## config.mk

```make
export PLATFORM = sky130hd
export DESIGN_NAME = calendar_date_difference
export DESIGN_NICKNAME = d
export VERILOG_FILES = /design/src/sv/cdd_pkg.sv /design/src/sv/calendar_date_difference.sv /design/src/sv/cdd_front.sv /design/src/sv/cdd_queue.sv /design/src/sv/cdd_back.sv
export SDC_FILE = /design/constraint.sdc
export NUM_CORES = 2
export LEC_CHECK = 0
export BUFFER_PORTS_ARGS = -buffer_cell sky130_fd_sc_hd__buf_2
export CAP_MARGIN = 10
export CORE_ASPECT_RATIO = 0.8
export CORE_MARGIN = 4
export CORE_UTILIZATION = 40
export CTS_CLUSTER_SIZE = 10
export DETAILED_ROUTE_END_ITERATION = 12
export PLACE_DENSITY_LB_ADDON = 0.2
export SLEW_MARGIN = 10
export SYNTH_ARGS = -nofsm -noshare
export SYNTH_HDL_FRONTEND = slang
export SYNTH_HIERARCHICAL = 1
export SYNTH_SLANG_ARGS = --single-unit
```

## constraint.sdc

```tcl
create_clock -name clk -period 10.6 [get_ports clk]
set_input_delay 2.65 -clock clk [delete_from_list [all_inputs] [get_ports clk]]
set_output_delay 2.65 -clock clk [all_outputs]
set_load 0.05 [all_outputs]
```

## src/sv/cdd_pkg.sv

```systemverilog
`timescale 1ns / 1ps

package cdd_pkg;

  localparam int YEAR_W = 16;

  localparam logic [2:0] MODE_YEARS   = 3'd0;
  localparam logic [2:0] MODE_MONTHS  = 3'd1;
  localparam logic [2:0] MODE_DAYS    = 3'd2;
  localparam logic [2:0] MODE_HOURS   = 3'd3;
  localparam logic [2:0] MODE_MINUTES = 3'd4;

  typedef enum logic [2:0] {
    K_YEARS   = 3'd0,
    K_MONTHS  = 3'd1,
    K_DAYS    = 3'd2,
    K_HOURS   = 3'd3,
    K_MINUTES = 3'd4,
    K_ZERO    = 3'd5
  } kind_t;

  typedef struct packed {
    logic [YEAR_W-1:0] y;
    logic [3:0]        m;
    logic [4:0]        d;
    logic [4:0]        h;
    logic [5:0]        mi;
  } stamp_t;

  typedef struct packed {
    kind_t  kind;
    stamp_t s;
    stamp_t e;
  } item_t;

  localparam int QUEUE_DEPTH = 2;

  localparam logic [4:0] MONTH_LEN [13] = '{
    5'd0, 5'd31, 5'd28, 5'd31, 5'd30, 5'd31, 5'd30,
    5'd31, 5'd31, 5'd30, 5'd31, 5'd30, 5'd31
  };
  localparam logic [8:0] MONTH_START [13] = '{
    9'd0, 9'd0, 9'd31, 9'd59, 9'd90, 9'd120, 9'd151,
    9'd181, 9'd212, 9'd243, 9'd273, 9'd304, 9'd334
  };

  localparam logic [3:0] MONTH_FEB   = 4'd2;
  localparam logic [3:0] MONTH_DEC   = 4'd12;
  localparam logic [4:0] FEB_LEAP    = 5'd29;
  localparam logic [4:0] FEB_PLAIN   = 5'd28;
  localparam logic [4:0] HOUR_MAX    = 5'd23;
  localparam logic [5:0] MINUTE_MAX  = 6'd59;
  localparam int         DAY_HOURS   = 24;
  localparam int         HOUR_MINS   = 60;
  localparam int         YEAR_MONTHS = 12;
  localparam int         YEAR_DAYS   = 365;
  localparam int         CENTURY     = 100;
  localparam int         QUAD_CENT   = 400;
  localparam int         JUMP_YEAR   = 2018;
  localparam int         JUMP_DAYS   = 737060;

  localparam logic [31:0] SAT_VAL  = 32'hFFFF_FFFF;
  localparam logic [31:0] HOUR_LIM = SAT_VAL / 32'd24;
  localparam logic [31:0] MIN_LIM  = SAT_VAL / 32'd1440;

  // Division by 100 through a scaled reciprocal, exact for DIV_XW-bit operands.
  localparam int DIV_XW = YEAR_W + 1;
  localparam int DIV_K  = DIV_XW + 7;
  localparam int DIV_MW = DIV_K - 6;
  localparam int DIV_QW = DIV_XW - 6;
  localparam logic [DIV_MW-1:0] DIV_M =
    DIV_MW'(((64'd1 << DIV_K) + 64'd99) / 64'd100);
  localparam int DIV_STEPS = 6;
  localparam int STEP_W    = $clog2(DIV_STEPS);

  localparam int PART_W = YEAR_W;
  localparam int SER_W  = YEAR_W + 9;
  localparam int TOT_W  = (SER_W > 33) ? SER_W : 33;
  localparam int MON_W  = (YEAR_W + 5 > 33) ? YEAR_W + 5 : 33;

endpackage

```

## src/sv/calendar_date_difference.sv

```systemverilog
`timescale 1ns / 1ps

// Elapsed time between two Gregorian timestamps in years, months, days,
// hours or minutes, chosen by in_mode.
// Input side: a transfer happens at a clock edge with push high and full low.
// The item is clamped and written into a two-entry queue.
// Result side: while empty is low the oldest result is on out_difference;
// a transfer happens at an edge with pop high and empty low.
// The back end works on one item at a time: it takes the item from the
// queue, forms six quotients on the shared divide-by-100 unit (three for
// each year), then works out day numbers, compares and scaling before the
// result lands in the output register. It takes no new item from the queue
// until the last result has gone into the output register.
// While a result waits to be popped, new items are still accepted into the
// queue; once the queue is full and the output stalls, full stays high.
// Synchronous reset empties the queue and the output register.
module calendar_date_difference (
  input  logic        clk,
  input  logic        rst_n,
  input  logic        push,
  output logic        full,
  input  logic [2:0]  in_mode,
  input  logic [15:0] in_start_year,
  input  logic [3:0]  in_start_month,
  input  logic [4:0]  in_start_day,
  input  logic [4:0]  in_start_hour,
  input  logic [5:0]  in_start_minute,
  input  logic [15:0] in_end_year,
  input  logic [3:0]  in_end_month,
  input  logic [4:0]  in_end_day,
  input  logic [4:0]  in_end_hour,
  input  logic [5:0]  in_end_minute,
  output logic        empty,
  input  logic        pop,
  output logic [31:0] out_difference
);

  cdd_pkg::item_t front_item;
  cdd_pkg::item_t q_data;
  logic           q_empty;
  logic           q_pop;

  cdd_front u_front (
    .in_mode         (in_mode),
    .in_start_year   (in_start_year),
    .in_start_month  (in_start_month),
    .in_start_day    (in_start_day),
    .in_start_hour   (in_start_hour),
    .in_start_minute (in_start_minute),
    .in_end_year     (in_end_year),
    .in_end_month    (in_end_month),
    .in_end_day      (in_end_day),
    .in_end_hour     (in_end_hour),
    .in_end_minute   (in_end_minute),
    .item            (front_item)
  );

  cdd_queue u_queue (
    .clk     (clk),
    .rst_n   (rst_n),
    .wr_en   (push),
    .wr_data (front_item),
    .full    (full),
    .rd_en   (q_pop),
    .rd_data (q_data),
    .empty   (q_empty)
  );

  cdd_back u_back (
    .clk            (clk),
    .rst_n          (rst_n),
    .q_empty        (q_empty),
    .q_data         (q_data),
    .q_pop          (q_pop),
    .empty          (empty),
    .pop            (pop),
    .out_difference (out_difference)
  );

endmodule

```

## src/sv/cdd_front.sv

```systemverilog
`timescale 1ns / 1ps

module cdd_front (
  input  logic [2:0]     in_mode,
  input  logic [15:0]    in_start_year,
  input  logic [3:0]     in_start_month,
  input  logic [4:0]     in_start_day,
  input  logic [4:0]     in_start_hour,
  input  logic [5:0]     in_start_minute,
  input  logic [15:0]    in_end_year,
  input  logic [3:0]     in_end_month,
  input  logic [4:0]     in_end_day,
  input  logic [4:0]     in_end_hour,
  input  logic [5:0]     in_end_minute,
  output cdd_pkg::item_t item
);

  localparam int YW = cdd_pkg::YEAR_W;

  // February is held to 29 days here; the back end trims it in plain years.
  function automatic cdd_pkg::stamp_t clamp_stamp(
    input logic [15:0] y,
    input logic [3:0]  m,
    input logic [4:0]  d,
    input logic [4:0]  h,
    input logic [5:0]  mi
  );
    cdd_pkg::stamp_t st;
    logic [4:0]      lim;
    st.y = YW'(y);
    if (m == 4'd0) begin
      st.m = 4'd1;
    end else if (m > cdd_pkg::MONTH_DEC) begin
      st.m = cdd_pkg::MONTH_DEC;
    end else begin
      st.m = m;
    end
    lim = (st.m == cdd_pkg::MONTH_FEB) ? cdd_pkg::FEB_LEAP : cdd_pkg::MONTH_LEN[st.m];
    if (d == 5'd0) begin
      st.d = 5'd1;
    end else if (d > lim) begin
      st.d = lim;
    end else begin
      st.d = d;
    end
    st.h  = (h > cdd_pkg::HOUR_MAX) ? cdd_pkg::HOUR_MAX : h;
    st.mi = (mi > cdd_pkg::MINUTE_MAX) ? cdd_pkg::MINUTE_MAX : mi;
    return st;
  endfunction

  always_comb begin
    case (in_mode)
      cdd_pkg::MODE_YEARS:   item.kind = cdd_pkg::K_YEARS;
      cdd_pkg::MODE_MONTHS:  item.kind = cdd_pkg::K_MONTHS;
      cdd_pkg::MODE_DAYS:    item.kind = cdd_pkg::K_DAYS;
      cdd_pkg::MODE_HOURS:   item.kind = cdd_pkg::K_HOURS;
      cdd_pkg::MODE_MINUTES: item.kind = cdd_pkg::K_MINUTES;
      default:               item.kind = cdd_pkg::K_ZERO;
    endcase
    item.s = clamp_stamp(in_start_year, in_start_month, in_start_day,
                         in_start_hour, in_start_minute);
    item.e = clamp_stamp(in_end_year, in_end_month, in_end_day,
                         in_end_hour, in_end_minute);
  end

endmodule

```

## src/sv/cdd_queue.sv

```systemverilog
`timescale 1ns / 1ps

module cdd_queue (
  input  logic           clk,
  input  logic           rst_n,
  input  logic           wr_en,
  input  cdd_pkg::item_t wr_data,
  output logic           full,
  input  logic           rd_en,
  output cdd_pkg::item_t rd_data,
  output logic           empty
);

  localparam int PTR_W = (cdd_pkg::QUEUE_DEPTH > 1) ? $clog2(cdd_pkg::QUEUE_DEPTH) : 1;
  localparam int CNT_W = $clog2(cdd_pkg::QUEUE_DEPTH + 1);
  localparam logic [PTR_W-1:0] PTR_LAST = PTR_W'(cdd_pkg::QUEUE_DEPTH - 1);
  localparam logic [CNT_W-1:0] CNT_FULL = CNT_W'(cdd_pkg::QUEUE_DEPTH);

  cdd_pkg::item_t   mem_r [cdd_pkg::QUEUE_DEPTH];
  logic [PTR_W-1:0] wr_ptr_r, wr_ptr_nxt;
  logic [PTR_W-1:0] rd_ptr_r, rd_ptr_nxt;
  logic [CNT_W-1:0] count_r, count_nxt;
  logic             do_wr, do_rd;

  assign full    = (count_r == CNT_FULL);
  assign empty   = (count_r == '0);
  assign rd_data = mem_r[rd_ptr_r];
  assign do_wr   = wr_en && !full;
  assign do_rd   = rd_en && !empty;

  always_comb begin
    wr_ptr_nxt = wr_ptr_r;
    rd_ptr_nxt = rd_ptr_r;
    count_nxt  = count_r;
    if (do_wr) begin
      wr_ptr_nxt = (wr_ptr_r == PTR_LAST) ? '0 : wr_ptr_r + PTR_W'(1);
    end
    if (do_rd) begin
      rd_ptr_nxt = (rd_ptr_r == PTR_LAST) ? '0 : rd_ptr_r + PTR_W'(1);
    end
    if (do_wr && !do_rd) begin
      count_nxt = count_r + CNT_W'(1);
    end else if (do_rd && !do_wr) begin
      count_nxt = count_r - CNT_W'(1);
    end
  end

  always_ff @(posedge clk) begin
    if (!rst_n) begin
      wr_ptr_r <= '0;
      rd_ptr_r <= '0;
      count_r  <= '0;
    end else begin
      wr_ptr_r <= wr_ptr_nxt;
      rd_ptr_r <= rd_ptr_nxt;
      count_r  <= count_nxt;
    end
  end

  always_ff @(posedge clk) begin
    if (do_wr) begin
      mem_r[wr_ptr_r] <= wr_data;
    end
  end

endmodule

```

## src/sv/cdd_back.sv

```systemverilog
`timescale 1ns / 1ps

module cdd_back (
  input  logic           clk,
  input  logic           rst_n,
  input  logic           q_empty,
  input  cdd_pkg::item_t q_data,
  output logic           q_pop,
  output logic           empty,
  input  logic           pop,
  output logic [31:0]    out_difference
);

  localparam int YW   = cdd_pkg::YEAR_W;
  localparam int XW   = cdd_pkg::DIV_XW;
  localparam int QW   = cdd_pkg::DIV_QW;
  localparam int MW   = cdd_pkg::DIV_MW;
  localparam int SW   = cdd_pkg::STEP_W;
  localparam int PW   = cdd_pkg::PART_W;
  localparam int SERW = cdd_pkg::SER_W;
  localparam int TW   = cdd_pkg::TOT_W;
  localparam int MONW = cdd_pkg::MON_W;

  localparam logic [SW-1:0] STEP_S_Y    = SW'(0);
  localparam logic [SW-1:0] STEP_S_CENT = SW'(1);
  localparam logic [SW-1:0] STEP_S_QUAD = SW'(2);
  localparam logic [SW-1:0] STEP_E_Y    = SW'(3);
  localparam logic [SW-1:0] STEP_E_CENT = SW'(4);
  localparam logic [SW-1:0] STEP_E_QUAD = SW'(5);

  typedef enum logic [7:0] {
    ST_IDLE   = 8'b0000_0001,
    ST_DIV    = 8'b0000_0010,
    ST_LEAP   = 8'b0000_0100,
    ST_SER    = 8'b0000_1000,
    ST_DAYS   = 8'b0001_0000,
    ST_HOURS  = 8'b0010_0000,
    ST_FINISH = 8'b0100_0000,
    ST_OUT    = 8'b1000_0000
  } state_t;

  state_t           state_r, state_nxt;
  logic [SW-1:0]    step_r, step_nxt;
  cdd_pkg::item_t   item_r, item_nxt;
  logic [QW-1:0]    q_r [cdd_pkg::DIV_STEPS];
  logic [PW-1:0]    s_part_r, s_part_nxt, e_part_r, e_part_nxt;
  logic [SERW-1:0]  s_ser_r, s_ser_nxt, e_ser_r, e_ser_nxt;
  logic [31:0]      days_r, days_nxt;
  logic [31:0]      hrs_r, hrs_nxt;
  logic [YW-1:0]    yrs_r, yrs_nxt;
  logic             gt2_r, gt2_nxt, gt4_r, gt4_nxt, gt5_r, gt5_nxt;
  logic [31:0]      res_r, res_nxt;
  logic             out_valid_r, out_valid_nxt;
  logic [31:0]      out_diff_r, out_diff_nxt;

  logic [XW-1:0]    div_x;
  logic [XW+MW-1:0] div_prod;
  logic [QW-1:0]    div_q;
  logic [YW-1:0]    sel_y;

  assign empty          = !out_valid_r;
  assign out_difference = out_diff_r;
  assign q_pop          = (state_r == ST_IDLE) && !q_empty;

  // A year is a multiple of 400 exactly when it is a multiple of 100 and of 16.
  function automatic logic is_leap(input logic [YW-1:0] y, input logic [QW-1:0] q0);
    logic [XW-1:0] back;
    back = XW'(q0) * XW'(cdd_pkg::CENTURY);
    return (y[1:0] == 2'd0) && ((back != XW'(y)) || (y[3:0] == 4'd0));
  endfunction

  function automatic logic [4:0] trim_day(input cdd_pkg::stamp_t st, input logic lp);
    if (st.m == cdd_pkg::MONTH_FEB && !lp && st.d > cdd_pkg::FEB_PLAIN) begin
      return cdd_pkg::FEB_PLAIN;
    end
    return st.d;
  endfunction

  // Leap days before the year, the month offset and the day within the month.
  function automatic logic [PW-1:0] part_of(
    input logic [YW-1:0] y,
    input logic [3:0]    m,
    input logic [4:0]    d,
    input logic          lp,
    input logic [QW-1:0] q_cent,
    input logic [QW-1:0] q_quad
  );
    logic [XW-1:0] quads;
    logic [PW-1:0] leaps;
    quads = (XW'(y) + XW'(3)) >> 2;
    leaps = PW'(quads) - PW'(q_cent) + PW'(q_quad);
    return leaps + PW'(cdd_pkg::MONTH_START[m]) + PW'(d - 5'd1)
           + PW'(lp && (m > cdd_pkg::MONTH_FEB));
  endfunction

  always_comb begin
    sel_y = (step_r < STEP_E_Y) ? item_r.s.y : item_r.e.y;
    if (step_r == STEP_S_CENT || step_r == STEP_E_CENT) begin
      div_x = XW'(sel_y) + XW'(cdd_pkg::CENTURY - 1);
    end else if (step_r == STEP_S_QUAD || step_r == STEP_E_QUAD) begin
      div_x = (XW'(sel_y) + XW'(cdd_pkg::QUAD_CENT - 1)) >> 2;
    end else begin
      div_x = XW'(sel_y);
    end
    div_prod = (XW+MW)'(div_x) * (XW+MW)'(cdd_pkg::DIV_M);
    div_q    = div_prod[cdd_pkg::DIV_K +: QW];
  end

  always_comb begin
    logic          s_lp, e_lp;
    logic [4:0]    s_d, e_d;
    logic [TW-1:0] tot;
    logic [MONW-1:0] mon;
    logic [YW-1:0] yrs_m1;
    logic [31:0]   hrs_m1;

    state_nxt     = state_r;
    step_nxt      = step_r;
    item_nxt      = item_r;
    s_part_nxt    = s_part_r;
    e_part_nxt    = e_part_r;
    s_ser_nxt     = s_ser_r;
    e_ser_nxt     = e_ser_r;
    days_nxt      = days_r;
    hrs_nxt       = hrs_r;
    yrs_nxt       = yrs_r;
    gt2_nxt       = gt2_r;
    gt4_nxt       = gt4_r;
    gt5_nxt       = gt5_r;
    res_nxt       = res_r;
    out_valid_nxt = out_valid_r && !pop;
    out_diff_nxt  = out_diff_r;

    s_lp   = is_leap(item_r.s.y, q_r[STEP_S_Y]);
    e_lp   = is_leap(item_r.e.y, q_r[STEP_E_Y]);
    s_d    = trim_day(item_r.s, s_lp);
    e_d    = trim_day(item_r.e, e_lp);
    tot    = '0;
    mon    = '0;
    yrs_m1 = (yrs_r > YW'(1)) ? yrs_r - YW'(1) : '0;
    hrs_m1 = (hrs_r > 32'd1) ? hrs_r - 32'd1 : 32'd0;

    case (state_r)
      ST_IDLE: begin
        if (!q_empty) begin
          item_nxt  = q_data;
          step_nxt  = '0;
          state_nxt = ST_DIV;
        end
      end
      ST_DIV: begin
        step_nxt = step_r + SW'(1);
        if (step_r == STEP_E_QUAD) begin
          state_nxt = ST_LEAP;
        end
      end
      ST_LEAP: begin
        item_nxt.s.d = s_d;
        item_nxt.e.d = e_d;
        s_part_nxt = part_of(item_r.s.y, item_r.s.m, s_d, s_lp,
                             q_r[STEP_S_CENT], q_r[STEP_S_QUAD]);
        e_part_nxt = part_of(item_r.e.y, item_r.e.m, e_d, e_lp,
                             q_r[STEP_E_CENT], q_r[STEP_E_QUAD]);
        state_nxt  = ST_SER;
      end
      ST_SER: begin
        s_ser_nxt = SERW'(item_r.s.y) * SERW'(cdd_pkg::YEAR_DAYS) + SERW'(s_part_r);
        e_ser_nxt = SERW'(item_r.e.y) * SERW'(cdd_pkg::YEAR_DAYS) + SERW'(e_part_r);
        state_nxt = ST_SER == state_r ? ST_DAYS : state_r;
      end
      ST_DAYS: begin
        // The day number of the jump date equals the days it credits, so the
        // jumped count is simply the end's day number.
        if (item_r.s.y == '0 && item_r.e.y >= YW'(cdd_pkg::JUMP_YEAR)) begin
          tot = TW'(e_ser_r);
        end else if (e_ser_r > s_ser_r) begin
          tot = TW'(e_ser_r - s_ser_r);
        end
        days_nxt = (tot >= TW'(cdd_pkg::SAT_VAL)) ? cdd_pkg::SAT_VAL : tot[31:0];
        yrs_nxt  = (item_r.s.y >= item_r.e.y) ? '0 : item_r.e.y - item_r.s.y;
        gt2_nxt  = {item_r.s.y, item_r.s.m} > {item_r.e.y, item_r.e.m};
        gt4_nxt  = {item_r.s.y, item_r.s.m, item_r.s.d, item_r.s.h}
                 > {item_r.e.y, item_r.e.m, item_r.e.d, item_r.e.h};
        gt5_nxt  = item_r.s > item_r.e;
        state_nxt = ST_HOURS;
      end
      ST_HOURS: begin
        if (gt4_r) begin
          hrs_nxt = 32'd0;
        end else if (days_r >= cdd_pkg::HOUR_LIM) begin
          hrs_nxt = cdd_pkg::SAT_VAL;
        end else if (item_r.s.h > item_r.e.h) begin
          hrs_nxt = (days_r == 32'd0) ? 32'd0 :
                    (days_r - 32'd1) * 32'(cdd_pkg::DAY_HOURS) + 32'(item_r.e.h)
                    + 32'(cdd_pkg::DAY_HOURS) - 32'(item_r.s.h);
        end else begin
          hrs_nxt = days_r * 32'(cdd_pkg::DAY_HOURS) + 32'(item_r.e.h) - 32'(item_r.s.h);
        end
        state_nxt = ST_FINISH;
      end
      ST_FINISH: begin
        case (item_r.kind)
          cdd_pkg::K_YEARS: res_nxt = 32'(yrs_r);
          cdd_pkg::K_MONTHS: begin
            if (item_r.e.m >= item_r.s.m) begin
              mon = MONW'(yrs_r) * MONW'(cdd_pkg::YEAR_MONTHS)
                  + MONW'(item_r.e.m) - MONW'(item_r.s.m);
            end else begin
              mon = MONW'(yrs_m1) * MONW'(cdd_pkg::YEAR_MONTHS) + MONW'(item_r.e.m)
                  + MONW'(cdd_pkg::YEAR_MONTHS) - MONW'(item_r.s.m);
            end
            if (gt2_r) begin
              res_nxt = 32'd0;
            end else if (mon >= MONW'(cdd_pkg::SAT_VAL)) begin
              res_nxt = cdd_pkg::SAT_VAL;
            end else begin
              res_nxt = mon[31:0];
            end
          end
          cdd_pkg::K_DAYS:  res_nxt = days_r;
          cdd_pkg::K_HOURS: res_nxt = hrs_r;
          cdd_pkg::K_MINUTES: begin
            if (gt5_r) begin
              res_nxt = 32'd0;
            end else if (days_r >= cdd_pkg::MIN_LIM) begin
              res_nxt = cdd_pkg::SAT_VAL;
            end else if (item_r.s.mi > item_r.e.mi) begin
              res_nxt = hrs_m1 * 32'(cdd_pkg::HOUR_MINS) + 32'(item_r.e.mi)
                      + 32'(cdd_pkg::HOUR_MINS) - 32'(item_r.s.mi);
            end else begin
              res_nxt = hrs_r * 32'(cdd_pkg::HOUR_MINS) + 32'(item_r.e.mi)
                      - 32'(item_r.s.mi);
            end
          end
          default: res_nxt = 32'd0;
        endcase
        state_nxt = ST_OUT;
      end
      ST_OUT: begin
        if (!out_valid_r || pop) begin
          out_valid_nxt = 1'b1;
          out_diff_nxt  = res_r;
          state_nxt     = ST_IDLE;
        end
      end
      default: state_nxt = ST_IDLE;
    endcase
  end

  always_ff @(posedge clk) begin
    if (!rst_n) begin
      state_r     <= ST_IDLE;
      out_valid_r <= 1'b0;
    end else begin
      state_r     <= state_nxt;
      out_valid_r <= out_valid_nxt;
    end
  end

  always_ff @(posedge clk) begin
    step_r     <= step_nxt;
    item_r     <= item_nxt;
    s_part_r   <= s_part_nxt;
    e_part_r   <= e_part_nxt;
    s_ser_r    <= s_ser_nxt;
    e_ser_r    <= e_ser_nxt;
    days_r     <= days_nxt;
    hrs_r      <= hrs_nxt;
    yrs_r      <= yrs_nxt;
    gt2_r      <= gt2_nxt;
    gt4_r      <= gt4_nxt;
    gt5_r      <= gt5_nxt;
    res_r      <= res_nxt;
    out_diff_r <= out_diff_nxt;
    if (state_r == ST_DIV) begin
      q_r[step_r] <= div_q;
    end
  end

endmodule
```

==> out/results.tsv <==
metric	value	unit
path_common_cell	fa_1	
cts_buffer_depth	3	
path_class	flop to flop	
critPathRequiredTime	11.04	ns
grt_pass1_wl	269000	um
grt_max_degree	52	
crit_fanout	22	
track_usage	21.0	%
hold_violations	0	
worst_setup_path_end_kind	flop	
grt_antenna_before_repair	11	
ys_types	118	
avgSynthCellArea	9.75	um2
synth_cells	6485	
report.final.slew_viol_count	0	
h-tree-depth	3	
fin_crit_sh	92.3	%
synth_edf_count	517	
timing.slew.headroom	23.9	%
root_buffer	clkbuf_16	
clk_pin_slew_worst_paths	0.06	ns
via_per_inst	5.27	
die-area	0.165	mm2
vias	46100	
numPortBuffers	112	
overflow	0	
numCtsBuffers	67	
fp-row-count	130	
cts.repair.resized	0	
grt_setup_unrepaired	false	
critPathArrivalTime	10.22	ns
critPathMaxStageDelay	0.65	ns
skew	0.0455	ns
slowest_stage	edfxtp_1	
ios	113	
drc	0	
syn_to_final_growth	8.25	%
setup_violations	0	
synthFlopType	edfxtp_1	
initialDrtViolationCount	2838	
synthArstFlopShare	0	%
final_nets	8110	
die_h	364	um
first_global_vias	45700	
synth-seq-area-share	25.0	%
hp-class	flop to flop	
cap_violations	0	
outcome	finished, final reports clean	
wl_per_cell	19.8	um
worst_pin_slew	1.14	ns
drive_gt1_share	6.08	%
start_kind	flop	
start_util	40.2	%
finalWirelength	174000	um
ant_nets	0	
netlist_area	0.0632	mm2
place.gp.congestion	0.913	
clk_latency	0.69	ns
n_fill_cell	15300	
fmax	102	MHz
post_cts_buffers	0	
cts_tree	built	
dieWidth	453	um
yosys_warnings	6	
postCtsHoldBufs	0	
drt-pass1-iter-count	6	
timing.setup.tns	0	ns
dp_hpwl	145000	um
core_area	0.157	mm2
clock_sinks	531	
fin_util	43.6	%
timing.final.crit_period	9.78	ns
reg2reg_setup_slack	0.82	ns
ys_ff_latch	531	
==> per-layer routing <==
layer	GRT usage [%]	routed length, um
met1	28.9	80700
met2	34.3	79500
met3	2.71	7330
met4	6.78	6100
met5	0	40
==> Yosys cell counts (all sizes together), types with 39 or more instances <==
cell type     n  area, um2
a21boi       42        327
a21o        173       1300
a21oi       383       1970
a31oi        50        328
and2         41        262
and3         47        294
buf          50        358
clkbuf       93        350
edfxtp      517      15500
fa          443       8870
ha          993      12400
inv        1016       3810
mux2         85        965
nand2       331       1240
nand2b       81        507
nand3        94        470
nand4        45        288
nor2        388       1460
nor2b        69        432
nor3         94        485
o211ai       46        360
o21a         73        548
o21ai       266       1340
o21bai       61        458
or2          39        244
xnor2       391       3420
xor2        137       1200
==> metrics by stage <==
step	cells	setup WS (ns)	hold WS (ns)	area, um2
4_1_cts	8744	0.807	0.417	68400
2_1_floorplan	6490	1.43	0.400	63200
6_report	8751	0.818	0.417	68400
3_3_place_gp	8638	0.918	0.402	66400
3_5_place_dp	8638	0.841	0.405	66400
5_1_grt	8751	0.278	0.423	68400
==> sequential cells by signal, summed over array words and instances (netlist names), 2 cells and up, named ones only <==
register               flops
u_queue/mem_r            150
u_back/item_r             75
u_back/q_r                66
u_back/hrs_r              32
u_back/out_difference     32
u_back/res_r              32
u_back/days_r             26
u_back/e_ser_r            25
u_back/s_ser_r            25
u_back/e_part_r           16
u_back/s_part_r           16
u_back/yrs_r              16
u_back/state_r             8
u_back/step_r              3
u_queue/count_r            2
==> layout make-up <==
type / instances / area (um2) / area share, %
antenna: 7 / 17.5 / 0.0256
clock buffer: 87 / 1770 / 2.59
clock inverter: 19 / 300 / 0.439
inverter: 1017 / 3820 / 5.58
multi-input combinational: 4799 / 43000 / 62.9
sequential: 531 / 15800 / 23.1
tap: 2112 / 2640 / 3.86
timing repair buffer: 179 / 1060 / 1.55
==> critical path: cells and delay by family (launching register included) <==
family | cells | cell delay [ns]
fa+ha+maj | 8 | 3.65
compound gates | 12 | 2.52
simple gates | 6 | 1.76
flops | 1 | 0.65
buf+inv | 5 | 0.46
mux | 1 | 0.29
xor+xnor | 1 | 0.22
==> worst paths after layout <==
kind / start / endpoint / cells past startpoint
worst max-delay path: u_back/step_r[2] / u_back/q_r[3][10] / 33
worst min-delay path: u_back/res_r[28] / u_back/out_difference[28] / 0
worst max register to register: u_back/step_r[2] / u_back/q_r[3][10] / 33
worst min register to register: u_back/res_r[28] / u_back/out_difference[28] / 0
==> layout by cell type (no fill, tap or decap), drive strengths merged, types with 179 or more instances in the layout <==
cell	instances
a21oi	383
buf	179
edfxtp	517
fa	443
ha	993
inv	1016
nand2	331
nor2	388
o21ai	266
xnor2	391
==> cells by family after synthesis <==
| logic type | after synthesis | synth area share, % |
|---|---|---|
| adders and majority gates | 1439 | 33.7 |
| and+or+nand+nor | 1365 | 10.6 |
| AOI/OAI and AO/OA | 1343 | 14.0 |
| buffers and inverters | 1160 | 7.16 |
| xor gates and xnor gates | 531 | 7.42 |
| DFF | 531 | 25.0 |
| muxes | 115 | 2.07 |
| other | 1 | 0.00593 |
Power is left out: the tool's default activity adds up to more than one toggle a clock period on the data nets, which glitch-free logic cannot reach.
